File: config.mk
export PLATFORM = sky130hd
export DESIGN_NAME = number_to_ascii_formatter
export DESIGN_NICKNAME = d
export VERILOG_FILES = /design/src/hw/rtl/ntaf_pkg.sv /design/src/hw/rtl/number_to_ascii_formatter.sv /design/src/hw/rtl/ntaf_front.sv /design/src/hw/rtl/ntaf_queue.sv /design/src/hw/rtl/ntaf_back.sv
export SDC_FILE = /design/constraint.sdc
export NUM_CORES = 1
export LEC_CHECK = 0
export ABC_CLOCK_PERIOD_IN_PS = 7120
export BUFFER_PORTS_ARGS = -buffer_cell sky130_fd_sc_hd__clkbuf_2
export CAP_MARGIN = 20
export CORE_MARGIN = 5
export CORE_UTILIZATION = 45
export CTS_BUF_LIST = sky130_fd_sc_hd__clkbuf_8
export CTS_CLUSTER_DIAMETER = 30
export DETAILED_ROUTE_END_ITERATION = 7
export PLACE_DENSITY = 0.64
export SLEW_MARGIN = 20
export SYNTH_ARGS = -nofsm -noshare
export SYNTH_HDL_FRONTEND = slang
export SYNTH_SLANG_ARGS = --single-unit
File: constraint.sdc
create_clock -name clk -period 7.12 [get_ports clk]
set_clock_uncertainty 0.2 [all_clocks]
set_input_delay 0.712 -clock clk [delete_from_list [all_inputs] [get_ports clk]]
set_output_delay 0.712 -clock clk [all_outputs]
set_load 0.02 [all_outputs]
File: src/hw/rtl/ntaf_pkg.sv
package ntaf_pkg;

    localparam logic [1:0] ACT_DEC   = 2'd0;
    localparam logic [1:0] ACT_HEX32 = 2'd1;
    localparam logic [1:0] ACT_HEX64 = 2'd2;

    localparam logic [7:0] CHAR_ZERO  = 8'h30;
    localparam logic [7:0] CHAR_MINUS = 8'h2D;
    localparam logic [7:0] CHAR_X     = 8'h78;
    localparam logic [7:0] HEX_ALPHA  = 8'h37;
    localparam logic [3:0] NIB_MASK   = 4'hF;

    localparam int DEC_DIGITS = 20;
    localparam int BCD_W      = 4 * DEC_DIGITS;
    localparam int VALUE_W    = 64;

    typedef struct packed {
        logic [1:0]  action;
        logic [63:0] value;
    } request_t;

    typedef struct packed {
        logic [7:0] character;
        logic       last;
    } result_t;

    typedef enum logic [1:0] {
        MODE_DEC,
        MODE_HEX32,
        MODE_HEX64
    } mode_t;

    typedef struct packed {
        mode_t       mode;
        logic        neg;
        logic [63:0] data;
    } job_t;

    typedef struct packed {
        logic full;
        logic empty;
    } queue_status_t;

    typedef enum logic [2:0] {
        S_IDLE,
        S_PREFIX_X,
        S_HEX,
        S_CONV,
        S_SKIP,
        S_DEC
    } back_state_t;

    function automatic logic [7:0] hex_char(input logic [3:0] nib);
        logic [3:0] n;
        n = nib & NIB_MASK;
        if (n > 4'd9)
            hex_char = {4'd0, n} + HEX_ALPHA;
        else
            hex_char = {4'd0, n} + CHAR_ZERO;
    endfunction

endpackage

File: src/hw/rtl/number_to_ascii_formatter.sv
// number_to_ascii_formatter
// request channel: drive request (action, value) with start; it is taken at a
// rising edge with start high and busy low. busy is high while the job queue
// is full. action 3 is taken and produces no text.
// result channel: each character appears on result for one cycle with strobe
// high; result.last marks the final character of a number. the receiver
// cannot stall, so one character leaves per cycle while text is emitted.
// the first hex text character or the minus sign appears in the cycle after
// the job reaches the converter; decimal digits follow the conversion and skip.
// per request the converter spends a dispatch step, then for hex the rest of
// the prefix and the digits; for decimal the 64 double-dabble steps, the skip
// that drops leading zeros, then the digit outputs; the decimal conversion is
// a bit-serial double-dabble loop.
// a QUEUE_DEPTH-entry queue lets new requests be taken while one is converted.
// reset empties the queue and returns the converter to idle; nothing else
// needs clearing.
module number_to_ascii_formatter #(
    parameter int QUEUE_DEPTH = 2
) (
    input  logic                clk,
    input  logic                rst_n,
    input  logic                start,
    input  ntaf_pkg::request_t  request,
    output logic                busy,
    output logic                strobe,
    output ntaf_pkg::result_t   result
);
    import ntaf_pkg::*;

    job_t          push_job;
    job_t          head_job;
    queue_status_t status;
    logic          push;
    logic          pop;

    ntaf_front u_front (
        .start   (start),
        .request (request),
        .status  (status),
        .busy    (busy),
        .push    (push),
        .job     (push_job)
    );

    ntaf_queue #(
        .DEPTH (QUEUE_DEPTH)
    ) u_queue (
        .clk      (clk),
        .rst_n    (rst_n),
        .push     (push),
        .push_job (push_job),
        .pop      (pop),
        .head     (head_job),
        .status   (status)
    );

    ntaf_back u_back (
        .clk    (clk),
        .rst_n  (rst_n),
        .head   (head_job),
        .status (status),
        .pop    (pop),
        .strobe (strobe),
        .result (result)
    );

endmodule

File: src/hw/rtl/ntaf_front.sv
module ntaf_front (
    input  logic                      start,
    input  ntaf_pkg::request_t        request,
    input  ntaf_pkg::queue_status_t   status,
    output logic                      busy,
    output logic                      push,
    output ntaf_pkg::job_t            job
);
    import ntaf_pkg::*;

    logic [63:0] magnitude;
    logic        valid_action;

    assign busy      = status.full;
    assign magnitude = request.value[63] ? (64'd0 - request.value) : request.value;

    always_comb
    begin
        job          = '0;
        valid_action = 1'b1;
        unique case (request.action)
            ACT_DEC:
            begin
                job.mode = MODE_DEC;
                job.neg  = request.value[63];
                job.data = magnitude;
            end
            ACT_HEX32:
            begin
                job.mode = MODE_HEX32;
                job.data = {request.value[31:0], 32'd0};
            end
            ACT_HEX64:
            begin
                job.mode = MODE_HEX64;
                job.data = request.value;
            end
            default:
            begin
                valid_action = 1'b0;
            end
        endcase
    end

    // unused action code is taken and dropped
    assign push = start && !status.full && valid_action;

endmodule

File: src/hw/rtl/ntaf_queue.sv
module ntaf_queue #(
    parameter int DEPTH = 2
) (
    input  logic                      clk,
    input  logic                      rst_n,
    input  logic                      push,
    input  ntaf_pkg::job_t            push_job,
    input  logic                      pop,
    output ntaf_pkg::job_t            head,
    output ntaf_pkg::queue_status_t   status
);
    import ntaf_pkg::*;

    localparam int PW = (DEPTH > 1) ? $clog2(DEPTH) : 1;
    localparam int CW = $clog2(DEPTH + 1);

    job_t          slots_reg [DEPTH];
    logic [PW-1:0] wr_ptr_reg, wr_ptr_next;
    logic [PW-1:0] rd_ptr_reg, rd_ptr_next;
    logic [CW-1:0] count_reg, count_next;
    logic          do_push, do_pop;

    assign status.full  = (count_reg == CW'(DEPTH));
    assign status.empty = (count_reg == '0);
    assign do_push      = push && !status.full;
    assign do_pop       = pop && !status.empty;
    assign head         = slots_reg[rd_ptr_reg];

    always_comb
    begin
        wr_ptr_next = wr_ptr_reg;
        rd_ptr_next = rd_ptr_reg;
        count_next  = count_reg;
        if (do_push)
            wr_ptr_next = (wr_ptr_reg == PW'(DEPTH - 1)) ? '0 : wr_ptr_reg + 1'b1;
        if (do_pop)
            rd_ptr_next = (rd_ptr_reg == PW'(DEPTH - 1)) ? '0 : rd_ptr_reg + 1'b1;
        if (do_push && !do_pop)
            count_next = count_reg + 1'b1;
        else if (do_pop && !do_push)
            count_next = count_reg - 1'b1;
    end

    always_ff @(posedge clk or negedge rst_n)
    begin
        if (!rst_n)
        begin
            wr_ptr_reg <= '0;
            rd_ptr_reg <= '0;
            count_reg  <= '0;
        end
        else
        begin
            wr_ptr_reg <= wr_ptr_next;
            rd_ptr_reg <= rd_ptr_next;
            count_reg  <= count_next;
        end
    end

    always_ff @(posedge clk)
    begin
        if (do_push)
            slots_reg[wr_ptr_reg] <= push_job;
    end

endmodule

File: src/hw/rtl/ntaf_back.sv
module ntaf_back (
    input  logic                      clk,
    input  logic                      rst_n,
    input  ntaf_pkg::job_t            head,
    input  ntaf_pkg::queue_status_t   status,
    output logic                      pop,
    output logic                      strobe,
    output ntaf_pkg::result_t         result
);
    import ntaf_pkg::*;

    back_state_t      state_reg, state_next;
    logic [63:0]      bin_reg, bin_next;
    logic [BCD_W-1:0] bcd_reg, bcd_next;
    logic [BCD_W-1:0] bcd_adj;
    logic [5:0]       cnt_reg, cnt_next;
    logic             strobe_reg, strobe_next;
    logic [7:0]       char_reg, char_next;
    logic             last_reg, last_next;

    // add-3 correction of each bcd digit before the shift
    always_comb
    begin
        for (int d = 0; d < DEC_DIGITS; d++)
        begin
            if (bcd_reg[4*d +: 4] >= 4'd5)
                bcd_adj[4*d +: 4] = bcd_reg[4*d +: 4] + 4'd3;
            else
                bcd_adj[4*d +: 4] = bcd_reg[4*d +: 4];
        end
    end

    always_comb
    begin
        state_next  = state_reg;
        bin_next    = bin_reg;
        bcd_next    = bcd_reg;
        cnt_next    = cnt_reg;
        strobe_next = 1'b0;
        char_next   = char_reg;
        last_next   = 1'b0;
        pop         = 1'b0;
        unique case (state_reg)
            S_IDLE:
            begin
                if (!status.empty)
                begin
                    pop      = 1'b1;
                    bin_next = head.data;
                    if (head.mode == MODE_DEC)
                    begin
                        bcd_next   = '0;
                        cnt_next   = '0;
                        state_next = S_CONV;
                        if (head.neg)
                        begin
                            strobe_next = 1'b1;
                            char_next   = CHAR_MINUS;
                        end
                    end
                    else
                    begin
                        cnt_next    = (head.mode == MODE_HEX32) ? 6'd7 : 6'd15;
                        strobe_next = 1'b1;
                        char_next   = CHAR_ZERO;
                        state_next  = S_PREFIX_X;
                    end
                end
            end
            S_PREFIX_X:
            begin
                strobe_next = 1'b1;
                char_next   = CHAR_X;
                state_next  = S_HEX;
            end
            S_HEX:
            begin
                strobe_next = 1'b1;
                char_next   = hex_char(bin_reg[63:60]);
                last_next   = (cnt_reg == '0);
                bin_next    = {bin_reg[59:0], 4'd0};
                cnt_next    = cnt_reg - 1'b1;
                if (cnt_reg == '0)
                    state_next = S_IDLE;
            end
            S_CONV:
            begin
                bcd_next = {bcd_adj[BCD_W-2:0], bin_reg[63]};
                bin_next = {bin_reg[62:0], 1'b0};
                cnt_next = cnt_reg + 1'b1;
                if (cnt_reg == 6'(VALUE_W - 1))
                begin
                    cnt_next   = 6'(DEC_DIGITS - 1);
                    state_next = S_SKIP;
                end
            end
            S_SKIP:
            begin
                // drop leading zeros, keep the ones digit
                if (bcd_reg[BCD_W-1 -: 4] == 4'd0 && cnt_reg != '0)
                begin
                    bcd_next = {bcd_reg[BCD_W-5:0], 4'd0};
                    cnt_next = cnt_reg - 1'b1;
                end
                else
                begin
                    state_next = S_DEC;
                end
            end
            S_DEC:
            begin
                strobe_next = 1'b1;
                char_next   = {4'd0, bcd_reg[BCD_W-1 -: 4]} + CHAR_ZERO;
                last_next   = (cnt_reg == '0);
                bcd_next    = {bcd_reg[BCD_W-5:0], 4'd0};
                cnt_next    = cnt_reg - 1'b1;
                if (cnt_reg == '0)
                    state_next = S_IDLE;
            end
            default:
            begin
                state_next = S_IDLE;
            end
        endcase
    end

    always_ff @(posedge clk or negedge rst_n)
    begin
        if (!rst_n)
        begin
            state_reg  <= S_IDLE;
            strobe_reg <= 1'b0;
            last_reg   <= 1'b0;
        end
        else
        begin
            state_reg  <= state_next;
            strobe_reg <= strobe_next;
            last_reg   <= last_next;
        end
    end

    always_ff @(posedge clk)
    begin
        bin_reg  <= bin_next;
        bcd_reg  <= bcd_next;
        cnt_reg  <= cnt_next;
        char_reg <= char_next;
    end

    assign strobe           = strobe_reg;
    assign result.character = char_reg;
    assign result.last      = last_reg;

    assert property (@(posedge clk) disable iff (!rst_n) last_reg |-> strobe_reg)
        else $error("last without strobe");

    assert property (@(posedge clk) disable iff (!rst_n) pop |-> !status.empty)
        else $error("pop from empty queue");

    assert property (@(posedge clk) disable iff (!rst_n)
        (state_reg == S_CONV && cnt_reg != '0) |-> !strobe_reg)
        else $error("character emitted during conversion");

    assert property (@(posedge clk) disable iff (!rst_n)
        state_reg == S_DEC |-> bcd_reg[BCD_W-1 -: 4] <= 4'd9)
        else $error("bcd digit out of range");

endmodule

======== Yosys cells after proc, flatten, opt, wreduce, memory -nomap -nowiden ========
Memory sizes are Yosys's and may differ from the RTL's.
Cells that the tools add are included.
W data, S select, Z words.
storage, ports and cells
  register bits after elaboration ......... 167
  memory bits (writable) .................. 134
  memories kept ........................... 1
  bits of input ports ..................... 69
  output and inout port bits .............. 11
operators by class
  mux-type cells .......................... 61
  $lt $le $gt $ge ......................... 21
  equality and inequality tests ........... 17
  add/subtract/negate cells ............... 30
  reduce and logical (&&, ||, !) cells .... 31
memory list
  name               depth  bits a word  read ports  clocked after memory_dff  wr ports  line              source
  u_queue.slots_reg  2      67           1           0                         1         ntaf_queue.sv:17  job_t slots_reg [DEPTH];
operators by type and width
  cell                     count
  $pmux W64 S3             2
  $pmux W80 S4             1
  $mux W80                 3
  $mux W64                 2
  $ge A4 B3 Y1 const B     20
  $mux W4                  20
  $add A4 B2 Y4 const B    19
  $sub A1 B64 Y64 const A  1
  $mux W8                  4
  $pmux W8 S4              1
  $mux W6                  4
  $pmux W6 S4              1
  $add A4 B6 Y7 const B    3
  $mux W3                  5
  $pmux W3 S5              1
  $mux W1                  12
  $reduce_bool A4 Y1       3
  $ne A2 B1 Y1 const B     4
  $reduce_and A4 Y1        2
  $logic_and A1 B1 Y1      7
  $add A6 B1 Y6 const B    1
  $eq A3 B2 Y1 const B     2
  $eq A3 B3 Y1 const B     2
  $eq A6 B6 Y1 const B     1
  26 further kinds         39

======== Depth between registers and ports, before layout ========
Gate-level depths: netlist (run 1).
  word-level depth ........................ 9
  depth in mapped cells ................... 9
  gate-level depth less buffers ........... 7

======== By module ========
Synthesis (run 1) repeated with hierarchy kept, for this count alone.
second synthesis, totals
  cell total of the unflattened synthesis .. 1473
  area total of the unflattened synthesis .. 16798.6 um2
modules (own cells, without submodules)
  module      seq. area each (um2)  area an instance (um2)  cells each  instances
  ntaf_back   4839.6                9464.1                  878         1
  ntaf_queue  4124.0                5122.4                  228         1
  ntaf_front  0.0                   2212.1                  367         1

======== Worst setup path after synthesis (run 1) ========
Ideal clock, no wire load.
  path type ............................... reg2reg
  start ................................... register u_back.state_reg[0]
  end ..................................... register u_back.bcd_reg[0], enable pin
  period minus slack after synthesis ...... 6215 ps
  required time ........................... 6368 ps
  buffers on the path ..................... 3
  setup slack ............................. 905 ps
  stages on the path, launching flop included .. 6
  data arrival time ....................... 5463 ps
  cell sequence ........................... dfrtp_1 > clkbuf_1 > clkbuf_1 > buf_1 > o21ai_0 > a22oi_1
between the ends
  cells in the longest elaborated chain, start to end .. 3
RTL lines
  element                                                     line              source
  from (decl)                                                 ntaf_back.sv:12   back_state_t state_reg, state_next;
  from (signal assigned)                                      ntaf_back.sv:137  state_reg <= state_next;
  $eq A3 B2 Y1, or another cell as far along                  ntaf_back.sv:43   unique case (state_reg)
  $reduce_bool A4 Y1 (no line), or another cell as far along  -
  $reduce_and A4 Y1 (no line) *                               -
  to (signal assigned)                                        ntaf_back.sv:146  bcd_reg <= bcd_next;
  to (decl)                                                   ntaf_back.sv:14   logic [BCD_W-1:0] bcd_reg, bcd_next;
Mark *: on every way between the ends. The rest lies on a longest branch, timed or not.
A chain may end at the register's enable or synchronous reset.

======== Worst setup path after layout (run 1) ========
  start ................................... register u_queue.rd_ptr_reg
  end ..................................... register u_back.bcd_reg[49], enable pin
between the ends
  cells in the longest elaborated chain, start to end .. 4
RTL lines
  element                      line              source
  from (decl)                  ntaf_queue.sv:19  logic [PW-1:0] rd_ptr_reg, rd_ptr_next;
  from (signal assigned)       ntaf_queue.sv:55  rd_ptr_reg <= rd_ptr_next;
  $mem_v2 Z2 W67               -
  $logic_not A2 Y1             ntaf_back.sv:50   if (head.mode == MODE_DEC)
  $ne A2 B1 Y1 (no line)       -
  $reduce_and A4 Y1 (no line)  -
Every way passes these cells.

==> flow_metrics.env, run 1 <==
export IMPL_status="complete, no violations"
export IMPL_yosys_area_share_simple_pct=15.81
export IMPL_yosys_area_top_type="edfxtp_1"
export IMPL_synth_top_area_share_pct=51.89
export IMPL_antenna_found_initial=0
export IMPL_clk_latency_ps=610
export IMPL_tightestPinTransition_ps=1063
export IMPL_largest_reg_flops=134
export IMPL_maxSlewViolCount=0
export IMPL_crit_top_cell="buf_4"
export IMPL_cpPeakStageDelay_ps=880
export IMPL_cts_tree="built"
export IMPL_ys_flop_type="edfxtp_1"
export IMPL_antenna_left=0
export IMPL_grt_setup_unrepaired="no"
export IMPL_pwr_share_comb_pct=33.3
export IMPL_vias_per_cell=5.870
export IMPL_avgRoutedWirePerCell_um=19.16
export IMPL_hp_class="in2reg"
export IMPL_p_int_mw=5.485
export IMPL_start_util_pct=45.78
export IMPL_critPathLaunchType="flip-flop"
export IMPL_setup_viol=0
export IMPL_wl_um=42000
export IMPL_dieArea_um2=41390
export IMPL_path_delay_family="buffers and inverters"
export IMPL_synth_distinct_cells=66
export IMPL_synth_area_leaders="edfxtp_1 (52%), a21oi_1 (4.7%), mux2i_1 (4.1%), o21ai_0 (3.4%), ha_1 (3.4%)"
export IMPL_grt_busiest_layer="met2"
export IMPL_fill_cells=3314
export IMPL_post_cts_buffers=0
export IMPL_crit_type="reg2reg"
export IMPL_dr_pass1_iters=7
export IMPL_h_tree_depth=3
export IMPL_syn_inst=1599
export IMPL_drc=0
export IMPL_final_setup_tns_ps=0
export IMPL_crit_slowest_cell="dfrtp_4"
export IMPL_die_w_um=203.4
export IMPL_synthesis_nets=1714
export IMPL_worstPathCellList="buf_4 > a21oi_1 > nor2_1 > o21ai_0 > a22oi_2 > buf_4"
export IMPL_gr_total_overflow=0
export IMPL_rrSetupSlack_ps=3290
export IMPL_num_antenna_cells=0
export IMPL_grt_pass1_wl_um=67220
export IMPL_grt_use_met2_pct=32.06
export IMPL_maxCapViolations=0
export IMPL_relSlewSlack_pct=28.81
export IMPL_p_leak_nw=6.787
export IMPL_gp_congestion=0.9615
export IMPL_core_region_area_um2=36790
export IMPL_final_nets=1781
export IMPL_area_growth_pct=14.15
export IMPL_cts_root_buf="clkbuf_8"
export IMPL_seqPwrFrac_pct=41.0
export IMPL_dp_hpwl_um=28000
export IMPL_pwr_share_clk_pct=25.7
export IMPL_synth_seq_cells=300
export IMPL_port_buffers=78
export IMPL_critPathMaxFanout=80
export IMPL_required_ps=7110
export IMPL_netlist_area_um2=16840
export IMPL_critPathCaptureType="flip-flop"
export IMPL_final_hold_viol_count=0
export IMPL_hold_slack_ps=311.5
export IMPL_max_freq_mhz=261.2
export IMPL_synth_edff_count=291
export IMPL_num_rows=70
export IMPL_switching_share_pct=37.41
export IMPL_ctsLongestPathBuffers=3
export IMPL_numCtsBuffers=70
export IMPL_synthAdderAreaFrac_pct=3.418
export IMPL_power_density_nw_per_um2=455.9
export IMPL_met3_usage_pct=4.977
export IMPL_async_flop_share_pct=3.000
export IMPL_ir_drop_mv=0.3115
export IMPL_path_buf_inv=2
export IMPL_period_minus_slack_ps=3828
export IMPL_regArea_um2=8971
export IMPL_dr_total_vias=12867
export IMPL_seq_area_frac_synth_pct=53.23
export IMPL_die_y_um=203.4
export IMPL_clk_pin_slew_worst_paths_ps=60
export IMPL_first_iter_violations=1026
export IMPL_yosys_warnings=0
export IMPL_synth_mux_area_share_pct=4.168
export IMPL_fin_crit_sh_pct=53.77
export IMPL_clock_sinks=300
export IMPL_post_synth_cell_area_avg_um2=10.53
export IMPL_grt_use_met1_pct=27.15
export IMPL_crit_arrival_ps=3820
export IMPL_drive_gt1_share_pct=13.69
export IMPL_multiInputGateArea_um2=7287
export IMPL_first_global_vias=12488
export IMPL_grt_max_degree=88
export IMPL_synthXorXnorAreaFrac_pct=3.225
export IMPL_synth_top_family_by_area="compound AO/OA/AOI/OAI gates"
export IMPL_p_switching_mw=3.278
export IMPL_synth_compound_area_share_pct=16.34
export IMPL_grtUsageTotal_pct=20.08
export IMPL_io_pins=80
==> final timing paths <==
check	start	to	cells past startpoint
max	u_queue.rd_ptr_reg	u_back.bcd_reg[49]	6
max in group asynchronous	rst_n	u_back.state_reg[0]	2
min reg2reg	u_queue.count_reg[1]	u_queue.count_reg[1]	1
min in group asynchronous	rst_n	u_queue.rd_ptr_reg	2
min	start	u_queue.wr_ptr_reg	3
max reg2reg	u_queue.rd_ptr_reg	u_back.bcd_reg[49]	6
==> cells in the mapped netlist (all sizes together), types with 5 or more instances <==
master / number
nor2b: 83
o31ai: 18
inv: 61
a221oi: 7
o21ai: 118
mux2i: 69
edfxtp: 291
nor2: 103
nor3: 40
buf: 26
o41ai: 5
a31oi: 11
nand4: 19
a21oi: 157
o32ai: 6
and3: 7
xnor2: 43
a32oi: 7
or3: 18
ha: 46
xor2: 19
nand2b: 22
nand2: 122
a211oi: 61
clkbuf: 74
nor3b: 26
dfrtp: 9
o211ai: 8
or4: 15
nand3: 19
a22oi: 14
nor4: 18
==> power by group through the flow <==
stage	clock [mW]	sequential, mW	combinational [mW]
2_1_floorplan	0	3.42	2.31
3_3_place_gp	0	3.60	2.84
3_5_place_dp	0	3.63	2.92
4_1_cts	2.31	3.60	2.94
5_1_grt	2.41	3.69	3.31
6_report	2.25	3.59	2.92
==> logic make-up after synthesis <==
family,after synthesis
fa+ha+maj,46
mux,70
buf+inv,162
compound gates,448
simple gates,510
xor+xnor,62
other cells,1
flops,300
==> through the flow <==
step                worst slack [ps]  area [µm²]  utilization, %  power, mW  instances
finish                          3292       19220           52.26      8.763       2192
global route                    2882       19220           52.26      9.414       2192
CTS                             3238       19220           52.26      8.851       2192
detailed placement              3293       17590           47.81      6.549       2061
global placement                3325       17590           47.81      6.441       2061
floorplan                      904.6       16840               -      5.728       1599
==> routing by layer <==
layer | vias up | routed length [µm] | share of wire, %
met5 | - | 0 | 0
met4 | 0 | 898 | 2.1
met3 | 97 | 2784 | 6.6
met2 | 453 | 19790 | 47
met1 | 6140 | 18530 | 44
li1 | 6177 | - | -
==> worst min-delay path, cell delays in order <==
cell	delay, ps
clkbuf_2	90
nand3_1	170
xnor2_1	90
==> what timing repair did <==
action | CTS | global route
gates resized for setup | 0 | 0
hold buffers | 1 | 0
endpoints found under the hold margin | 9 | 0
==> cells in the final DEF (no fill, tap or decap), types with 12 or more instances in the layout <==
| cell | synthesis | routed |
|---|---|---|
| clkbuf_8 | 0 | 71 |
| inv_1 | 61 | 72 |
| nand4_1 | 19 | 19 |
| nor3_1 | 40 | 39 |
| edfxtp_1 | 291 | 291 |
| nor4_1 | 15 | 15 |
| o21ai_0 | 116 | 116 |
| mux2i_1 | 69 | 69 |
| or3_1 | 18 | 18 |
| xnor2_1 | 43 | 43 |
| nand2_1 | 122 | 121 |
| bufinv_16 | 0 | 12 |
| a21oi_1 | 157 | 157 |
| nor2b_1 | 83 | 80 |
| nand3_1 | 19 | 19 |
| nor2_1 | 103 | 101 |
| a211oi_1 | 61 | 61 |
| buf_4 | 2 | 16 |
| o31ai_1 | 18 | 18 |
| clkbuf_2 | 0 | 78 |
| a22oi_1 | 14 | 13 |
| nand2b_1 | 22 | 21 |
| nor3b_1 | 26 | 26 |
| xor2_1 | 19 | 19 |
| ha_1 | 46 | 46 |
==> cell type report <==
cell class              instances  share of cell area [%]
multi-input cells            1137                   37.91
flip-flops and latches        300                   46.67
clock inverters                59                   3.372
well taps                     468                   3.046
repair buffers                 95                   2.708
clock buffers                  71                   5.084
inverters                      62                   1.211
No activity file was read; power rests on OpenSTA's default activity.
==> run 2: changes to the inputs <==
--- a/config.mk
+++ b/config.mk
@@ -5,7 +5,8 @@
 export SDC_FILE = /design/constraint.sdc
 export NUM_CORES = 1
 export LEC_CHECK = 0
-export ABC_CLOCK_PERIOD_IN_PS = 7120
+export ABC_AREA = 1
+export ABC_CLOCK_PERIOD_IN_PS = 3950
 export BUFFER_PORTS_ARGS = -buffer_cell sky130_fd_sc_hd__clkbuf_2
 export CAP_MARGIN = 20
 export CORE_MARGIN = 5
==> constraint.sdc (replaced) <==
create_clock -name clk -period 3.95 [get_ports clk]
set_clock_uncertainty 0.2 [all_clocks]
set_input_delay 0.395 -clock clk [delete_from_list [all_inputs] [get_ports clk]]
set_output_delay 0.395 -clock clk [all_outputs]
set_load 0.02 [all_outputs]
==> flow_metrics.env, run 2 <==
export IMPL_path_buf_inv=2
export IMPL_avgRoutedWirePerCell_um=17.91
export IMPL_critPathLaunch="u_back.state_reg[2]"
export IMPL_wl_um=44900
export IMPL_netlist_area_um2=16820
export IMPL_first_global_vias=13438
export IMPL_critPathCaptureType="flip-flop"
export IMPL_start_util_pct=45.72
export IMPL_yosys_warnings=0
export IMPL_crit_arrival_ps=2960
export IMPL_ir_drop_mv=0.5150
export IMPL_grt_pass1_wl_um=71300
export IMPL_hp_class="in2reg"
export IMPL_multiInputGateArea_um2=6643
export IMPL_hold_depth=3
export IMPL_clk_pin_slew_worst_paths_ps=50
export IMPL_status="complete, no violations"
export IMPL_num_rows=70
export IMPL_hold_start="request[1]"
export IMPL_numCtsBuffers=69
export IMPL_r2r_end="u_back.bcd_reg[25]"
export IMPL_yosys_top_cells_count="nand2_1 (321), edfxtp_1 (291), o21ai_0 (252), nor2_1 (228), inv_1 (227)"
export IMPL_drive_gt1_share_pct=12.26
export IMPL_seq_area_frac_synth_pct=53.30
export IMPL_cts_resized=0
export IMPL_placed_area_um2=17620
export IMPL_cts_hold_buf=5
export IMPL_clk_latency_ps=580
export IMPL_grtUsageTotal_pct=21.39
export IMPL_cpPeakStageDelay_ps=500
export IMPL_io_pins=80
export IMPL_yosysMostFrequentCell="nand2_1"
export IMPL_synth_area_leaders="edfxtp_1 (52%), o21ai_0 (7.5%), nand2_1 (7.2%), nor2_1 (5.1%), inv_1 (5.1%)"
export IMPL_largest_reg_flops=134
export IMPL_crit_slowest_cell="nor2_8"
export IMPL_critPathMaxFanout=64
export IMPL_ctsLongestPathBuffers=3
export IMPL_vias_per_cell=5.512
export IMPL_relSlewSlack_pct=50.49
export IMPL_async_flop_share_pct=3.000
export IMPL_rrSetupSlack_ps=990
export IMPL_core_region_area_um2=36790
export IMPL_maxSlewViolCount=0
export IMPL_ys_flop_type="edfxtp_1"
export IMPL_critPathLaunchType="flip-flop"
export IMPL_first_iter_violations=1195
export IMPL_dr_total_vias=13818
export IMPL_yosys_area_top_type="edfxtp_1"
export IMPL_antenna_left=0
export IMPL_required_ps=3950
export IMPL_final_hold_viol_count=0
export IMPL_fin_area_um2=19260
export IMPL_cts_root_buf="clkbuf_8"
export IMPL_die_w_um=203.3
export IMPL_regArea_um2=8965
export IMPL_path_delay_family="simple AND/OR/NAND/NOR gates"
export IMPL_final_common_cell="nand2_1"
export IMPL_gp_congestion=0.9822
export IMPL_drc=0
export IMPL_cts_tree="built"
export IMPL_syn_inst=1890
export IMPL_final_setup_tns_ps=0
export IMPL_num_antenna_cells=0
export IMPL_maxCapViolations=0
export IMPL_antenna_found_initial=0
export IMPL_worstRegToRegCells=6
export IMPL_crit_cells=6
export IMPL_post_synth_cell_area_avg_um2=8.898
export IMPL_dieArea_um2=41340
export IMPL_port_buffers=78
export IMPL_timing_rr_start="u_back.state_reg[2]"
export IMPL_fin_crit_sh_pct=75.01
export IMPL_tightestPinTransition_ps=736.9
export IMPL_die_y_um=203.3
export IMPL_clock_sinks=300
export IMPL_post_cts_buffers=0
export IMPL_crit_end="u_back.bcd_reg[25]"
export IMPL_grt_setup_unrepaired="no"
export IMPL_grt_max_degree=77
export IMPL_gr_total_overflow=0
export IMPL_p_leak_nw=7.676
export IMPL_synthesis_nets=2005
export IMPL_synth_seq_cells=300
export IMPL_final_nets=2102
export IMPL_period_minus_slack_ps=2963
export IMPL_setup_viol=0
export IMPL_fill_cells=3315
export IMPL_dp_hpwl_um=31330
export IMPL_synth_top_area_share_pct=51.96
export IMPL_power_density_nw_per_um2=804.4
export IMPL_dr_pass1_iters=5
export IMPL_worstPathCellList="nor2_4 > inv_4 > nor2_8 > nor3_1 > a211oi_4 > buf_4"
export IMPL_crit_type="reg2reg"
export IMPL_h_tree_depth=3
export IMPL_synth_edff_count=291
export IMPL_max_freq_mhz=337.5
export IMPL_final_cell_mix="nand2_1 (321), edfxtp_1 (291), o21ai_0 (252), inv_1 (236), nor2_1 (225)"
export IMPL_synth_distinct_cells=41
export IMPL_area_growth_pct=14.50
==> run 2: kinds of logic after synthesis <==
| family | after synthesis | share of synthesized area, % |
|---|---|---|
| muxes | 1 | 0.05952 |
| AOI/OAI and AO/OA | 442 | 15.13 |
| DFF | 300 | 53.30 |
| buffers and inverters | 309 | 7.380 |
| adders and majority gates | 46 | 3.422 |
| and+or+nand+nor | 763 | 19.22 |
| other | 1 | 0.02230 |
| xor gates and xnor gates | 28 | 1.458 |
==> run 2: power breakdown <==
part / leakage [nW] / switching [mW] / internal, mW / total [mW]
Clock: 0.837 / 1.49 / 2.57 / 4.06
Combinational: 3.95 / 3.62 / 1.57 / 5.19
Sequential: 2.89 / 0.791 / 5.46 / 6.25
==> run 2: routing by layer <==
layer / vias to the layer above / routed length [µm] / part of all wire [%] / global-route usage, %
met5: - / 0 / 0 / 0
met4: 0 / 1757 / 3.9 / 9.444
met3: 94 / 2804 / 6.2 / 3.609
met2: 543 / 20260 / 45 / 33.08
met1: 6425 / 20080 / 45 / 29.85
li1: 6756 / - / - / -
==> run 2: worst min path at each step <==
stage               slack (ps)                       to
global route                40  u_queue.slots_reg[1][8]
CTS                          3  u_queue.slots_reg[1][1]
floorplan                 -100          u_back.last_reg
finish                      40  u_queue.slots_reg[1][1]
global placement           100            u_back.strobe
detailed placement         120            u_back.strobe
==> run 2: through the flow <==
stage / utilization [%] / instances / power, mW / hold slack (ps) / worst slack, ps
global route: 52.35 / 2507 / 16.57 / 42.07 / 802.9
finish: 52.35 / 2507 / 15.49 / 44.69 / 987.2
global placement: 47.89 / 2379 / 11.25 / 99.69 / 1038
CTS: 52.35 / 2507 / 15.59 / 3.315 / 999.1
detailed placement: 47.89 / 2379 / 11.44 / 119.2 / 989.5
floorplan: - / 1890 / 9.941 / -100.6 / 137.6
==> run 2: final cells by class <==
class	instances	share of cell area, %
flip-flops and latches	300	46.56
multi-input cells	1281	34.50
clock buffers	72	5.146
inverters	236	4.613
clock inverters	51	3.106
repair buffers	99	3.041
well taps	468	3.041
==> run 2: tightest hold or removal path, cell delays in order <==
cell and delay [ps]:
clkbuf_2 100, nand2_1 60, a21oi_1 90
